===== src/rtl/assert_macros.svh =====
// assertion macros shared by the nearest fraction search modules
`ifndef ASSERT_MACROS_SVH
`define ASSERT_MACROS_SVH

// property checked on every clock edge outside reset
`define NFS_ASSERT(lbl, prop, msg) \
    lbl: assert property (@(posedge i_clk) disable iff (!i_rst_n) (prop)) \
        else $error(msg);

// property checked in the cycle after a trigger, outside reset
`define NFS_ASSERT_NEXT(lbl, trig, prop, msg) \
    lbl: assert property (@(posedge i_clk) disable iff (!i_rst_n) (trig) |=> (prop)) \
        else $error(msg);

`endif


===== src/rtl/nfs_pkg.sv =====
// shared constants and types for the nearest fraction search block
package nfs_pkg;

    localparam int DENOM_CAP_DEF = 64;
    localparam int FRAC_BITS_DEF = 16;

    localparam int VAL_W = 32;
    localparam int NUM_W = 23;
    localparam int DEN_W = 7;
    localparam int ERR_W = 16;

    localparam int LIMIT_RESET = 64;
    localparam int NUM_POS_MAX = (1 << (NUM_W - 1)) - 1;
    localparam int NUM_NEG_MAX = 1 << (NUM_W - 1);
    localparam int ERR_MAX     = (1 << ERR_W) - 1;

    typedef enum logic [2:0] {
        S_IDLE,
        S_SEARCH,
        S_DIV_START,
        S_DIV_WAIT,
        S_DONE
    } t_state;

endpackage


===== src/rtl/nfs_div.sv =====
// restoring divider, one quotient bit per cycle
`include "assert_macros.svh"

module nfs_div #(
    parameter int FRAC_BITS = nfs_pkg::FRAC_BITS_DEF,
    parameter int DW        = 7
) (
    input  logic                 i_clk,
    input  logic                 i_rst_n,
    input  logic                 i_start,
    input  logic [FRAC_BITS-1:0] i_dividend,
    input  logic [DW-1:0]        i_divisor,
    output logic                 o_done,
    output logic [FRAC_BITS-1:0] o_quotient
);

    localparam int CW = $clog2(FRAC_BITS + 1);

    logic                 r_busy;
    logic                 r_done;
    logic [CW-1:0]        r_cnt;
    logic [DW-1:0]        r_rem;
    logic [DW-1:0]        r_div;
    logic [FRAC_BITS-1:0] r_quo;

    logic [DW:0] w_trial;
    logic [DW:0] w_diff;
    logic        w_ge;

    assign w_trial = {r_rem, r_quo[FRAC_BITS-1]};
    assign w_diff  = w_trial - {1'b0, r_div};
    assign w_ge    = w_trial >= {1'b0, r_div};

    always_ff @(posedge i_clk) begin
        if (!i_rst_n) begin
            r_busy <= 1'b0;
            r_done <= 1'b0;
            r_cnt  <= '0;
        end else begin
            r_done <= 1'b0;
            if (i_start) begin
                r_busy <= 1'b1;
                r_cnt  <= '0;
            end else if (r_busy) begin
                r_cnt <= r_cnt + CW'(1);
                if (r_cnt == CW'(FRAC_BITS - 1)) begin
                    r_busy <= 1'b0;
                    r_done <= 1'b1;
                end
            end
        end
    end

    // datapath, no reset needed
    always_ff @(posedge i_clk) begin
        if (i_start) begin
            r_rem <= '0;
            r_div <= i_divisor;
            r_quo <= i_dividend;
        end else if (r_busy) begin
            r_rem <= w_ge ? w_diff[DW-1:0] : w_trial[DW-1:0];
            r_quo <= {r_quo[FRAC_BITS-2:0], w_ge};
        end
    end

    assign o_done     = r_done;
    assign o_quotient = r_quo;

    `NFS_ASSERT(a_no_restart, !(i_start && r_busy), "divider started while busy")
    `NFS_ASSERT(a_cnt_range, !r_busy || (r_cnt <= CW'(FRAC_BITS - 1)),
                "divider step count out of range")

endmodule


===== src/rtl/nearest_fraction_search.sv =====
// nearest fraction search top level: bounded-denominator best fraction finder
//
//  port group   dir   signals                                    handshake
//  -----------  ----  -----------------------------------------  -----------------
//  input word   in    i_ratio_value                              i_valid / o_stall
//  result word  out   o_numerator, o_denominator, o_approx_error o_valid / i_stall
//  config       in    i_cfg_wr_data                              i_cfg_wr_en
//
// a word passes from acceptance to result valid in these steps: the shared multiply and compare
// tries each denominator from 1 up to the limit, the S_DIV_START state starts the divider, the
// serial divider forms the error, and the output register is loaded
// input is stalled from acceptance until the load, so a new word is not taken before the last
// result is loaded; a full output register under i_stall holds the load back further
// reset is synchronous, active low; the limit register returns to min(64, DENOM_CAP)
`include "assert_macros.svh"

module nearest_fraction_search #(
    parameter int DENOM_CAP = nfs_pkg::DENOM_CAP_DEF,
    parameter int FRAC_BITS = nfs_pkg::FRAC_BITS_DEF
) (
    input  logic                             i_clk,
    input  logic                             i_rst_n,
    input  logic                             i_valid,
    output logic                             o_stall,
    input  logic signed [nfs_pkg::VAL_W-1:0] i_ratio_value,
    output logic                             o_valid,
    input  logic                             i_stall,
    output logic signed [nfs_pkg::NUM_W-1:0] o_numerator,
    output logic        [nfs_pkg::DEN_W-1:0] o_denominator,
    output logic        [nfs_pkg::ERR_W-1:0] o_approx_error,
    input  logic                             i_cfg_wr_en,
    input  logic        [nfs_pkg::DEN_W-1:0] i_cfg_wr_data
);

    localparam int F    = FRAC_BITS;
    localparam int DW   = $clog2(DENOM_CAP + 1);          // denominator counter width
    localparam int PW   = nfs_pkg::VAL_W + DW;            // scaled product width
    localparam int QW   = PW - F + 1;                     // rounded numerator width
    localparam int MW   = F + DW;                         // cross product width
    localparam int LW   = (DW > nfs_pkg::DEN_W) ? DW : nfs_pkg::DEN_W;
    localparam int QXW  = (QW > nfs_pkg::NUM_W) ? QW : nfs_pkg::NUM_W + 1;
    localparam int EXW  = (F > nfs_pkg::ERR_W) ? F : nfs_pkg::ERR_W + 1;
    localparam int HALF = 1 << (F - 1);
    localparam int LIM_RST = (DENOM_CAP < nfs_pkg::LIMIT_RESET) ? DENOM_CAP
                                                                 : nfs_pkg::LIMIT_RESET;

    nfs_pkg::t_state r_state, n_state;

    logic [DW-1:0] r_limit;

    // search registers
    logic [nfs_pkg::VAL_W-1:0] r_mag;
    logic                      r_neg;
    logic [PW-1:0]             r_p;        // mag * d, built by repeated add
    logic [DW-1:0]             r_d;
    logic [QW-1:0]             r_best_q;
    logic [F-1:0]              r_best_r;
    logic [DW-1:0]             r_best_d;

    // output register
    logic                      r_out_valid;
    logic [nfs_pkg::NUM_W-1:0] r_num;
    logic [nfs_pkg::DEN_W-1:0] r_den;
    logic [nfs_pkg::ERR_W-1:0] r_err;

    logic                      w_accept;
    logic                      w_load;
    logic                      w_div_start;
    logic                      w_div_done;
    logic [F-1:0]              w_quo;
    logic [nfs_pkg::VAL_W-1:0] w_mag;

    logic [F-1:0]  w_low;
    logic          w_up;
    logic [QW-1:0] w_q;
    logic [F-1:0]  w_r;
    logic [MW-1:0] w_lhs;
    logic [MW-1:0] w_rhs;
    logic          w_take;
    logic          w_last;

    logic [LW-1:0] w_cfg;
    logic [LW-1:0] w_cfg_clamp;

    logic [QXW-1:0]            w_qx;
    logic [QXW-1:0]            w_qs;
    logic [QXW-1:0]            w_qn;
    logic [nfs_pkg::NUM_W-1:0] w_num;
    logic [LW-1:0]             w_dx;
    logic [EXW-1:0]            w_ex;
    logic [nfs_pkg::ERR_W-1:0] w_err;

    assign w_accept = i_valid && !o_stall;

    // magnitude of the two's complement input; the most negative value maps to 2^31
    assign w_mag = i_ratio_value[nfs_pkg::VAL_W-1] ? (~i_ratio_value + nfs_pkg::VAL_W'(1))
                                                    : i_ratio_value;

    // round half away from zero on the magnitude: the fraction bits decide
    assign w_low = r_p[F-1:0];
    assign w_up  = w_low[F-1];
    assign w_q   = QW'(r_p[PW-1:F]) + QW'(w_up);
    // residual is the distance to the nearest multiple of one
    assign w_r   = w_up ? (~w_low + F'(1)) : w_low;

    // compare r/d against best_r/best_d without dividing
    assign w_lhs  = MW'(w_r) * MW'(r_best_d);
    assign w_rhs  = MW'(r_best_r) * MW'(r_d);
    assign w_take = (r_d == DW'(1)) || (w_lhs < w_rhs);
    assign w_last = (r_d == r_limit);

    // limit write clamp to 1..DENOM_CAP
    assign w_cfg = LW'(i_cfg_wr_data);
    always_comb begin
        priority if (w_cfg == '0) begin
            w_cfg_clamp = LW'(1);
        end else if (w_cfg > LW'(DENOM_CAP)) begin
            w_cfg_clamp = LW'(DENOM_CAP);
        end else begin
            w_cfg_clamp = w_cfg;
        end
    end

    // sequencer
    always_comb begin
        n_state     = r_state;
        w_div_start = 1'b0;
        unique case (r_state)
            nfs_pkg::S_IDLE: begin
                if (w_accept) begin
                    n_state = nfs_pkg::S_SEARCH;
                end
            end
            nfs_pkg::S_SEARCH: begin
                if (w_last) begin
                    n_state = nfs_pkg::S_DIV_START;
                end
            end
            nfs_pkg::S_DIV_START: begin
                w_div_start = 1'b1;
                n_state     = nfs_pkg::S_DIV_WAIT;
            end
            nfs_pkg::S_DIV_WAIT: begin
                if (w_div_done) begin
                    n_state = nfs_pkg::S_DONE;
                end
            end
            nfs_pkg::S_DONE: begin
                if (!r_out_valid || !i_stall) begin
                    n_state = nfs_pkg::S_IDLE;
                end
            end
            default: begin
                n_state = nfs_pkg::S_IDLE;
            end
        endcase
    end

    assign o_stall = (r_state != nfs_pkg::S_IDLE);
    assign w_load  = (r_state == nfs_pkg::S_DONE) && (!r_out_valid || !i_stall);

    always_ff @(posedge i_clk) begin
        if (!i_rst_n) begin
            r_state     <= nfs_pkg::S_IDLE;
            r_limit     <= DW'(LIM_RST);
            r_out_valid <= 1'b0;
        end else begin
            r_state <= n_state;
            if (i_cfg_wr_en) begin
                r_limit <= w_cfg_clamp[DW-1:0];
            end
            if (w_load) begin
                r_out_valid <= 1'b1;
            end else if (!i_stall) begin
                r_out_valid <= 1'b0;
            end
        end
    end

    // search datapath: one denominator per cycle
    always_ff @(posedge i_clk) begin
        if (w_accept) begin
            r_neg    <= i_ratio_value[nfs_pkg::VAL_W-1];
            r_mag    <= w_mag;
            r_p      <= PW'(w_mag);
            r_d      <= DW'(1);
            r_best_q <= '0;
            r_best_r <= '0;
            r_best_d <= DW'(1);
        end else if (r_state == nfs_pkg::S_SEARCH) begin
            r_p <= r_p + PW'(r_mag);
            r_d <= r_d + DW'(1);
            if (w_take) begin
                r_best_q <= w_q;
                r_best_r <= w_r;
                r_best_d <= r_d;
            end
        end
    end

    // error = best residual / best denominator, one bit per cycle
    nfs_div #(
        .FRAC_BITS (F),
        .DW        (DW)
    ) u_div (
        .i_clk      (i_clk),
        .i_rst_n    (i_rst_n),
        .i_start    (w_div_start),
        .i_dividend (r_best_r),
        .i_divisor  (r_best_d),
        .o_done     (w_div_done),
        .o_quotient (w_quo)
    );

    // numerator: saturate the magnitude, then apply the sign
    assign w_qx = QXW'(r_best_q);
    assign w_qs = (w_qx > QXW'(nfs_pkg::NUM_NEG_MAX)) ? QXW'(nfs_pkg::NUM_NEG_MAX) : w_qx;
    assign w_qn = ~w_qs + QXW'(1);
    always_comb begin
        if (r_neg) begin
            w_num = w_qn[nfs_pkg::NUM_W-1:0];
        end else if (w_qx > QXW'(nfs_pkg::NUM_POS_MAX)) begin
            w_num = nfs_pkg::NUM_W'(nfs_pkg::NUM_POS_MAX);
        end else begin
            w_num = w_qx[nfs_pkg::NUM_W-1:0];
        end
    end

    // denominator field keeps the low bits of d
    assign w_dx = LW'(r_best_d);

    // error saturates at the field maximum
    assign w_ex  = EXW'(w_quo);
    assign w_err = (w_ex > EXW'(nfs_pkg::ERR_MAX)) ? nfs_pkg::ERR_W'(nfs_pkg::ERR_MAX)
                                                   : w_ex[nfs_pkg::ERR_W-1:0];

    always_ff @(posedge i_clk) begin
        if (w_load) begin
            r_num <= w_num;
            r_den <= w_dx[nfs_pkg::DEN_W-1:0];
            r_err <= w_err;
        end
    end

    assign o_valid        = r_out_valid;
    assign o_numerator    = r_num;
    assign o_denominator  = r_den;
    assign o_approx_error = r_err;

    `NFS_ASSERT(a_limit_range, (r_limit != '0) && (r_limit <= DW'(DENOM_CAP)),
                "limit out of range")
    `NFS_ASSERT_NEXT(a_accept_starts, w_accept,
                     (r_state == nfs_pkg::S_SEARCH) && (r_d == DW'(1)),
                     "search did not start at d of one")
    `NFS_ASSERT(a_search_order,
                (r_state != nfs_pkg::S_SEARCH) || ((r_d <= r_limit) && (r_best_d <= r_d)),
                "search denominator order broken")
    `NFS_ASSERT(a_best_half, (r_state != nfs_pkg::S_SEARCH) || (r_best_r <= F'(HALF)),
                "best residual above one half")
    `NFS_ASSERT_NEXT(a_load_shows, w_load, o_valid, "loaded word not presented")

endmodule

===== config.mk =====
export PLATFORM = sky130hd
export DESIGN_NAME = nearest_fraction_search
export DESIGN_NICKNAME = d
export VERILOG_FILES = /design/src/rtl/nfs_pkg.sv /design/src/rtl/nfs_div.sv /design/src/rtl/nearest_fraction_search.sv
export VERILOG_INCLUDE_DIRS = /design/src /design/src/rtl
export SDC_FILE = /design/constraint.sdc
export NUM_CORES = 1
export LEC_CHECK = 0
export ABC_AREA = 1
export BUFFER_PORTS_ARGS = -buffer_cell sky130_fd_sc_hd__clkbuf_2
export CORE_MARGIN = 5
export CORE_UTILIZATION = 31
export CTS_CLUSTER_SIZE = 12
export DETAILED_ROUTE_END_ITERATION = 12
export PLACE_DENSITY_LB_ADDON = 0.05
export RECOVER_POWER = 50
export SYNTH_ARGS = -nofsm -noshare
export SYNTH_HDL_FRONTEND = slang
export SYNTH_SLANG_ARGS = --single-unit

===== constraint.sdc =====
create_clock -name i_clk -period 19.1 [get_ports i_clk]
set_input_delay 1.91 -clock i_clk [delete_from_list [all_inputs] [get_ports i_clk]]
set_output_delay 1.91 -clock i_clk [all_outputs]
set_load 0.01 [all_outputs]

==> results of run 1 <==
-- per-stage QoR --
| step | util | std cells | setup slack [ns] |
|---|---|---|---|
| 4_1_cts | 0.344 | 3779 | 10.92 |
| 5_1_grt | 0.343 | 3779 | 10.24 |
| 3_3_place_gp | 0.332 | 3729 | 11.10 |
| 2_1_floorplan | - | 2844 | 12.77 |
| 6_report | 0.343 | 3780 | 10.95 |
| 3_5_place_dp | 0.332 | 3729 | 10.96 |
-- routing by layer --
| layer | vias up | routed length [um] | GRT usage |
|---|---|---|---|
| met5 | - | 0 | 0 |
| met1 | 8836 | 33700 | 0.268 |
| met4 | 0 | 1120 | 0.0295 |
| li1 | 9242 | - | - |
| met3 | 60 | 2440 | 0.0189 |
| met2 | 336 | 27300 | 0.267 |
-- Yosys cell counts, drive strengths merged, types with 14 or more instances --
master	n	share of area
nor2	393	0.071
nand3	170	0.041
clkbuf	51	0.0091
xnor2	43	0.018
nand4	34	0.010
ha	152	0.090
nand2	688	0.12
nor3	36	0.0090
or2	14	0.0042
nor4	15	0.0045
a21oi	146	0.035
dfxtp	86	0.082
nand3b	18	0.0064
o21ai	142	0.034
xor2	70	0.029
buf	42	0.010
edfxtp	134	0.19
fa	140	0.13
inv	398	0.071
-- flip-flops by register name, indices dropped and copies added (netlist names), 3 cells and up --
| register | cells |
|---|---|
| r_mag | 32 |
| o_numerator | 23 |
| r_state | 3 |
| r_best_r | 16 |
| r_best_d | 7 |
| r_limit | 7 |
| r_d | 7 |
| u_div.r_rem | 7 |
| o_denominator | 7 |
| u_div.r_div | 7 |
| r_best_q | 24 |
| r_p | 39 |
| o_approx_error | 16 |
| u_div.o_quotient | 16 |
| u_div.r_cnt | 5 |
-- placed cells by master, fill, tap and decap left out, types with 3 or more instances in the layout --
cell type,Yosys,final
nand2_1,683,684
inv_1,396,396
nor2_1,387,387
nand3_1,168,168
ha_1,152,152
a21oi_1,146,146
fa_1,140,140
o21ai_0,137,138
edfxtp_1,134,134
dfxtp_1,86,86
xor2_1,70,70
clkbuf_2,0,60
xnor2_1,43,43
clkbuf_1,51,40
nor3_1,34,34
nand4_1,33,33
clkbuf_16,0,27
nand3b_1,18,18
nor4_1,15,15
or2_2,14,14
o21bai_1,12,12
buf_4,6,11
a31oi_1,8,8
o21a_1,8,8
clkinv_1,1,8
o211ai_1,7,7
a211oi_1,6,6
o31ai_1,4,5
o41ai_1,5,5
a21o_1,5,5
nor2_2,5,4
o22ai_1,4,4
o21ai_1,4,3
o31ai_2,3,3
nand2_2,4,3
clkinv_2,0,3
-- cell families (layout without fill, tap and decap cells) --
| logic type | count (synthesis) | in the layout |
|---|---|---|
| XOR/XNOR | 113 | 113 |
| adder cells (fa/ha/maj) | 292 | 292 |
| flip-flops | 220 | 220 |
| AND/OR/NAND/NOR | 1371 | 1371 |
| buffers and inverters | 492 | 554 |
| other | 0 | 1 |
| AO/OA/AOI/OAI | 356 | 356 |
-- worst max-delay path, delay by kind of cell, from the launching register on --
kind / cells / cell delay, ns
adder cells (fa/ha/maj): 6 / 2.70
AND/OR/NAND/NOR: 10 / 1.39
AO/OA/AOI/OAI: 5 / 0.79
flip-flops: 1 / 0.89
buffers and inverters: 6 / 1.23
XOR/XNOR: 2 / 1.02
-- area by class of cell --
type | instances | share of cell area
diodes | 1 | 0.000108
clock buffers | 35 | 0.0314
clock inverters | 15 | 0.00504
inverters | 399 | 0.0650
multi-input cells | 2132 | 0.580
flip-flops and latches | 220 | 0.249
well taps | 873 | 0.0473
repair buffers | 105 | 0.0221
-- power breakdown --
| group | switching, uW | total, uW | internal, uW | leakage, uW |
|---|---|---|---|---|
| clock network | 209 | 491 | 282 | 0.000410 |
| registers | 184 | 824 | 639 | 0.00196 |
| logic | 2060 | 3170 | 1110 | 0.00850 |
-- final timing paths --
check             slack, ns                          end  cells past startpoint                         from
setup / recovery      10.95    r_best_q[13]$_SDFFE_PP0P_                     29            r_p[15]$_DFFE_PP_
hold / removal         0.45  u_div.r_rem[6]$_SDFFE_PP0P_                      2  u_div.r_rem[6]$_SDFFE_PP0P_
setup reg to reg      10.95    r_best_q[13]$_SDFFE_PP0P_                     29            r_p[15]$_DFFE_PP_
hold reg to reg        0.45  u_div.r_rem[6]$_SDFFE_PP0P_                      2  u_div.r_rem[6]$_SDFFE_PP0P_
==> results.md, run 1 <==
- RSZ-0062 raised after global routing: false
- Crit path largest cell delay: ~0.9 ns
- Post-CTS Hold Fix Bufs: 0
- Crit path arrival time: 8.65 ns
- Area occupied by multi-input gates: 0.0134 mm^2
- Ys flop type: edfxtp_1
- Largest net degree at the start of global routing: between 70 and 80
- Post-synth ARST share: 0
- Layout net count: around 3,200
- DR iter-0 viols: 1,116
- Crit Path Class: reg2reg
- GRT Util Overall: 0.174
- DRT Pass-1 Iters: 5
- Maximum VDD drop: 0.165 mV
- Pleak: between 0.01 and 0.015 uW
- # fillers: 7,281
- CTS tree: yes
- Seq/Total Area, Yosys: 0.273
- Via count: around 18,000
- Hpwl dp: a little over 50 mm
- Routed Antenna Nets: 0
- FF+latch count, synth: 220
- H-Tree Level Count: 1
- Max-cap violations: 2
- Total power: between 4000 and 5000 uW
- Tcrit/Tclk final: 0.427
- # setup viols final: 0
- Final Slew Violations: 63
- Hold Fails Final Rpt: 0
- Syn Area/Cell: roughly 7.4 um^2
- Main combinational cell family by area after synthesis: simple AND/OR/NAND/NOR gates
- Hold Path Class: reg2reg
- Post-route setup TNS: 0 ns
- Initial Utilization: 0.313
- CP required: between 15 and 20 ns
- Die area: roughly 0.073 mm^2
- Power density cells: around 190 mW/mm^2
- I/O Pins: between 90 and 100
- Layout cells sized above 1: 0.0496
- Root buffer selected by CTS: clkbuf_16
- Die height: around 270 um
- Vias in the first global route: around 19,000
- Unique masters post-synth: 53
- Routed WL per cell: about 17 um
- DR DRC count: 0
- Clock Skew: roughly 0.015 ns
- CTS Sinks: 220
- Crit. End Element: flip-flop
- Startpoint types: flip-flop
- Status: finished with violations
- FF/Latch Area: 0.00575 mm^2
- GPL Wtd Cong: 0.881
- Initial antenna violation count: 1
- FMAX: around 0.12 GHz
- Final WL: ~65 mm
- Crit Path Max Fanout: 46
- Cell Rows: between 90 and 100
- Synth warnings: 0
- Longest Clk Path Bufs: 3
- Clock-pin slew on the worst setup and hold paths: 0.07 ns
- Number of synthesized flops with an enable pin: 134
- Mapped Cells: between 2,000 and 3,000
- TritonCTS Buffers: 27
- Core area: slightly below 0.07 mm^2
- Post-Synth Adder-Cell Area: 0.224
- Total gr overflow: 0
- Post-synthesis compound-gate area fraction: 0.0945
- Final Instance Area: around 0.023 mm^2
- # port buffers: slightly above 90
- Final min period: 8.15 ns
- Mux contribution to synthesized area: 0
- DP Area: roughly 0.022 mm^2
- Post-Synth Simple-Gate Area: 0.271
- Resized cells post-CTS: 0
- Final hold slack: about 0.45 ns
- Mapped Area: ~0.021 mm^2
- Syn Nets: 3,180
- Failing checks: capacitance limit, slew limit
- Clk_lat worst skew: 0.57 ns
- Setup bufs post-CTS: 0
- Slew at the pin closest to its max-slew limit: 2.67 ns
- Die Wd: roughly 270 um
- First-pass GRT wire length: 104 mm
- Area grow syn2layout: 9.65%
- Worst slew margin: -0.781
- Slowest-stage cell, CP: edfxtp_1
- Post-Synth XOR/XNOR Area: 0.0470
- Routed vias/inst: roughly 4.9
Power figures use the tool's default switching activity.
==> run 2: changes to the inputs <==
==> constraint.sdc (replaced) <==
create_clock -name i_clk -period 8.2 [get_ports i_clk]
set_input_delay 0.82 -clock i_clk [delete_from_list [all_inputs] [get_ports i_clk]]
set_output_delay 0.82 -clock i_clk [all_outputs]
set_load 0.01 [all_outputs]
==> run 2 against run 1 <==
Sequential cell count unchanged. Via count increased by 0.73%. The flow still finishes with violations (capacitance limit, slew limit). Design area increased by 0.26%. Worst hold slack got worse by 0.0031 ns. Largest cell class unchanged. Critical path depth increased by 5. Clock-buffer cell count decreased by 4. Clock power increased by 140%. Highest routed layer unchanged. Non-clock buffer count increased by 11. Global-route usage increased by 0.43 points. Utilization increased by 0.089 points.
==> results.md, run 2 (synthesis gave the netlist of run 1 again) <==
- Status: finished with violations
- Failing checks: capacitance limit, slew limit
- Final Instance Area: 0.0231 mm^2 (+0.26%)
- Total gr overflow: 0 (unchanged)
- Power density cells: 460 mW/mm^2 (+140%)
- GPL Wtd Cong: 0.872 (-1.0%)
- Resized cells post-CTS: 0 (unchanged)
- Vias in the first global route: 18,700 (+0.88%)
- Clk_lat worst skew: 0.56 ns (about the same)
- Max-cap violations: 2 (unchanged)
- TritonCTS Buffers: 27 (unchanged)
- Crit path arrival time: 7.94 ns (-0.71 ns)
- H-Tree Level Count: 1 (unchanged)
- Crit. End Element: flip-flop
- Area grow syn2layout: 9.94%
- Reg2reg path depth: 34 (+17%)
- Core area: 0.0673 mm^2 (unchanged)
- Maximum VDD drop: 0.329 mV (+100%)
- Via count: 18,600 (+0.73%)
- CTS tree: yes
- Die Wd: 271 um (unchanged)
- CP required: 8.70 ns (-10.90 ns)
- Initial antenna violation count: 0 (-1)
- Hold Crit Depth: 2 (unchanged)
- DR DRC count: 0 (unchanged)
- Cell Rows: 95 (unchanged)
- DR iter-0 viols: 1,254 (+12%)
- Routed WL per cell: 17.5 um (+2.6%)
- GRT Util Overall: 0.179 (+0.00432)
- Startpoint types: flip-flop
- Post-route setup TNS: 0 ns (unchanged)
- CTS Sinks: 220 (unchanged)
- RSZ-0062 raised after global routing: false
- Worst slew margin: -0.792 (-0.0107)
- DP Area: 0.0224 mm^2 (+0.37%)
- Hold Path Class: in2reg
- Routed vias/inst: 4.91 (+0.46%)
- Tcrit/Tclk final: 0.908 (+0.481)
- Area occupied by multi-input gates: 0.0134 mm^2 (about the same)
- Die height: 271 um (unchanged)
- Routed Antenna Nets: 0 (unchanged)
- # fillers: 7,331 (+0.69%)
- Initial Utilization: 0.313 (unchanged)
- Layout cells sized above 1: 0.0459 (-0.00362)
- # diodes: 0 (-1)
- Post-CTS Hold Fix Bufs: 0 (unchanged)
- Setup bufs post-CTS: 0 (unchanged)
- Most common cell after layout, fill and taps aside: nand2_1
- I/O Pins: 92 (unchanged)
- Final Non-Filler Cells: 3,790 (+0.26%)
- Pleak: 0.0109 uW (about the same)
- Longest Clk Path Bufs: 3 (unchanged)
- Crit path largest cell delay: 0.54 ns (-0.35 ns)
- Root buffer selected by CTS: clkbuf_16
- Total power: 10,600 uW (+140%)
- DRT Pass-1 Iters: 5 (unchanged)
- Dpl cells: 3,740 (+0.29%)
- FMAX: 0.134 GHz (+9.5%)
- # setup viols final: 0 (unchanged)
- Clock Skew: 0.00862 ns (-0.00683 ns)
- Largest registers: r_p (39), r_mag (32), r_best_q (24)
- Final Slew Violations: 63 (unchanged)
- # port buffers: 91 (unchanged)
- Die area: 0.0732 mm^2 (unchanged)
- Most frequent cells in the layout: nand2_1, inv_1, nor2_1
- Clock-pin slew on the worst setup and hold paths: 0.06 ns (about the same)
- First-pass GRT wire length: 107 mm (+2.4%)
- Crit Path Class: reg2reg
- Slowest-stage cell, CP: fa_1
- Hold Fails Final Rpt: 0 (unchanged)
- Max reg flops: 39 (unchanged)
- Final WL: 66.5 mm (+2.9%)
- Largest register by flop count: r_p
- Layout net count: 3,232 (+0.34%)
- Final min period: 7.44 ns (-0.709 ns)
- Hpwl dp: 52.8 mm (+1.8%)
- Largest net degree at the start of global routing: 69 (-10%)
- Crit Path Max Fanout: 46 (unchanged)
- FF/Latch Area: 0.00575 mm^2 (unchanged)
- Slew at the pin closest to its max-slew limit: 2.69 ns (+0.0160 ns)
-- run 2: changes by cell type in the layout (fill, tap and decap cells not counted), moves of 2 or more --
cell      before  now
clkinv_2       3    7
clkbuf_2      60   39
clkbuf_1      40   61
clkbuf_8       2    0
buf_4         11   20
-- run 2: worst paths after layout --
check                           slack (ns)                         from                          end
worst min-delay path                  0.45                      i_rst_n      r_limit[6]$_SDFFE_PN1P_
worst max register to register        0.76             r_p[1]$_DFFE_PP_    r_best_q[17]$_SDFFE_PP0P_
worst min register to register        0.45  u_div.r_rem[6]$_SDFFE_PP0P_  u_div.r_rem[6]$_SDFFE_PP0P_
worst max-delay path                  0.76             r_p[1]$_DFFE_PP_    r_best_q[17]$_SDFFE_PP0P_
-- run 2: report_power, final --
group	switching, uW	leakage, uW	internal, uW
Sequential	396	0.00196	1490
Combinational	4980	0.00849	2610
Clock	488	0.000418	668
Total	5870	0.0109	4770
-- run 2: stage by stage --
stage / setup WS, ns / util / hold slack, ns
final: 0.757 / 0.344 / 0.450
after global routing: 0.0758 / 0.344 / 0.440
after CTS: 0.714 / 0.345 / 0.417
after detailed placement: 0.760 / 0.333 / 0.441
after global placement: 0.822 / 0.333 / 0.439
after floorplan: 1.87 / - / 0.419
-- run 2: critical path: cells and delay by family (launching register included) --
| family | cells | cell delay [ns] |
|---|---|---|
| AOI/OAI and AO/OA | 4 | 0.84 |
| xor gates and xnor gates | 1 | 0.22 |
| adders and majority gates | 7 | 2.87 |
| buffers and inverters | 7 | 0.98 |
| DFF | 1 | 0.40 |
| and+or+nand+nor | 15 | 2.01 |
-- run 2: layout make-up --
class	instances	area share
flip-flops and latches	220	0.248
multi-input cells	2132	0.579
clock inverters	19	0.00681
repair buffers	116	0.0242
well taps	873	0.0472
inverters	399	0.0648
clock buffers	31	0.0298
-- run 2: layer usage --
layer  vias up  part of all wire  global-route usage
met5         -                 0                   0
li1       9255                 -                   -
met3        54             0.043              0.0207
met4         0             0.012              0.0222
met1      8920              0.51               0.273
met2       379              0.43               0.278
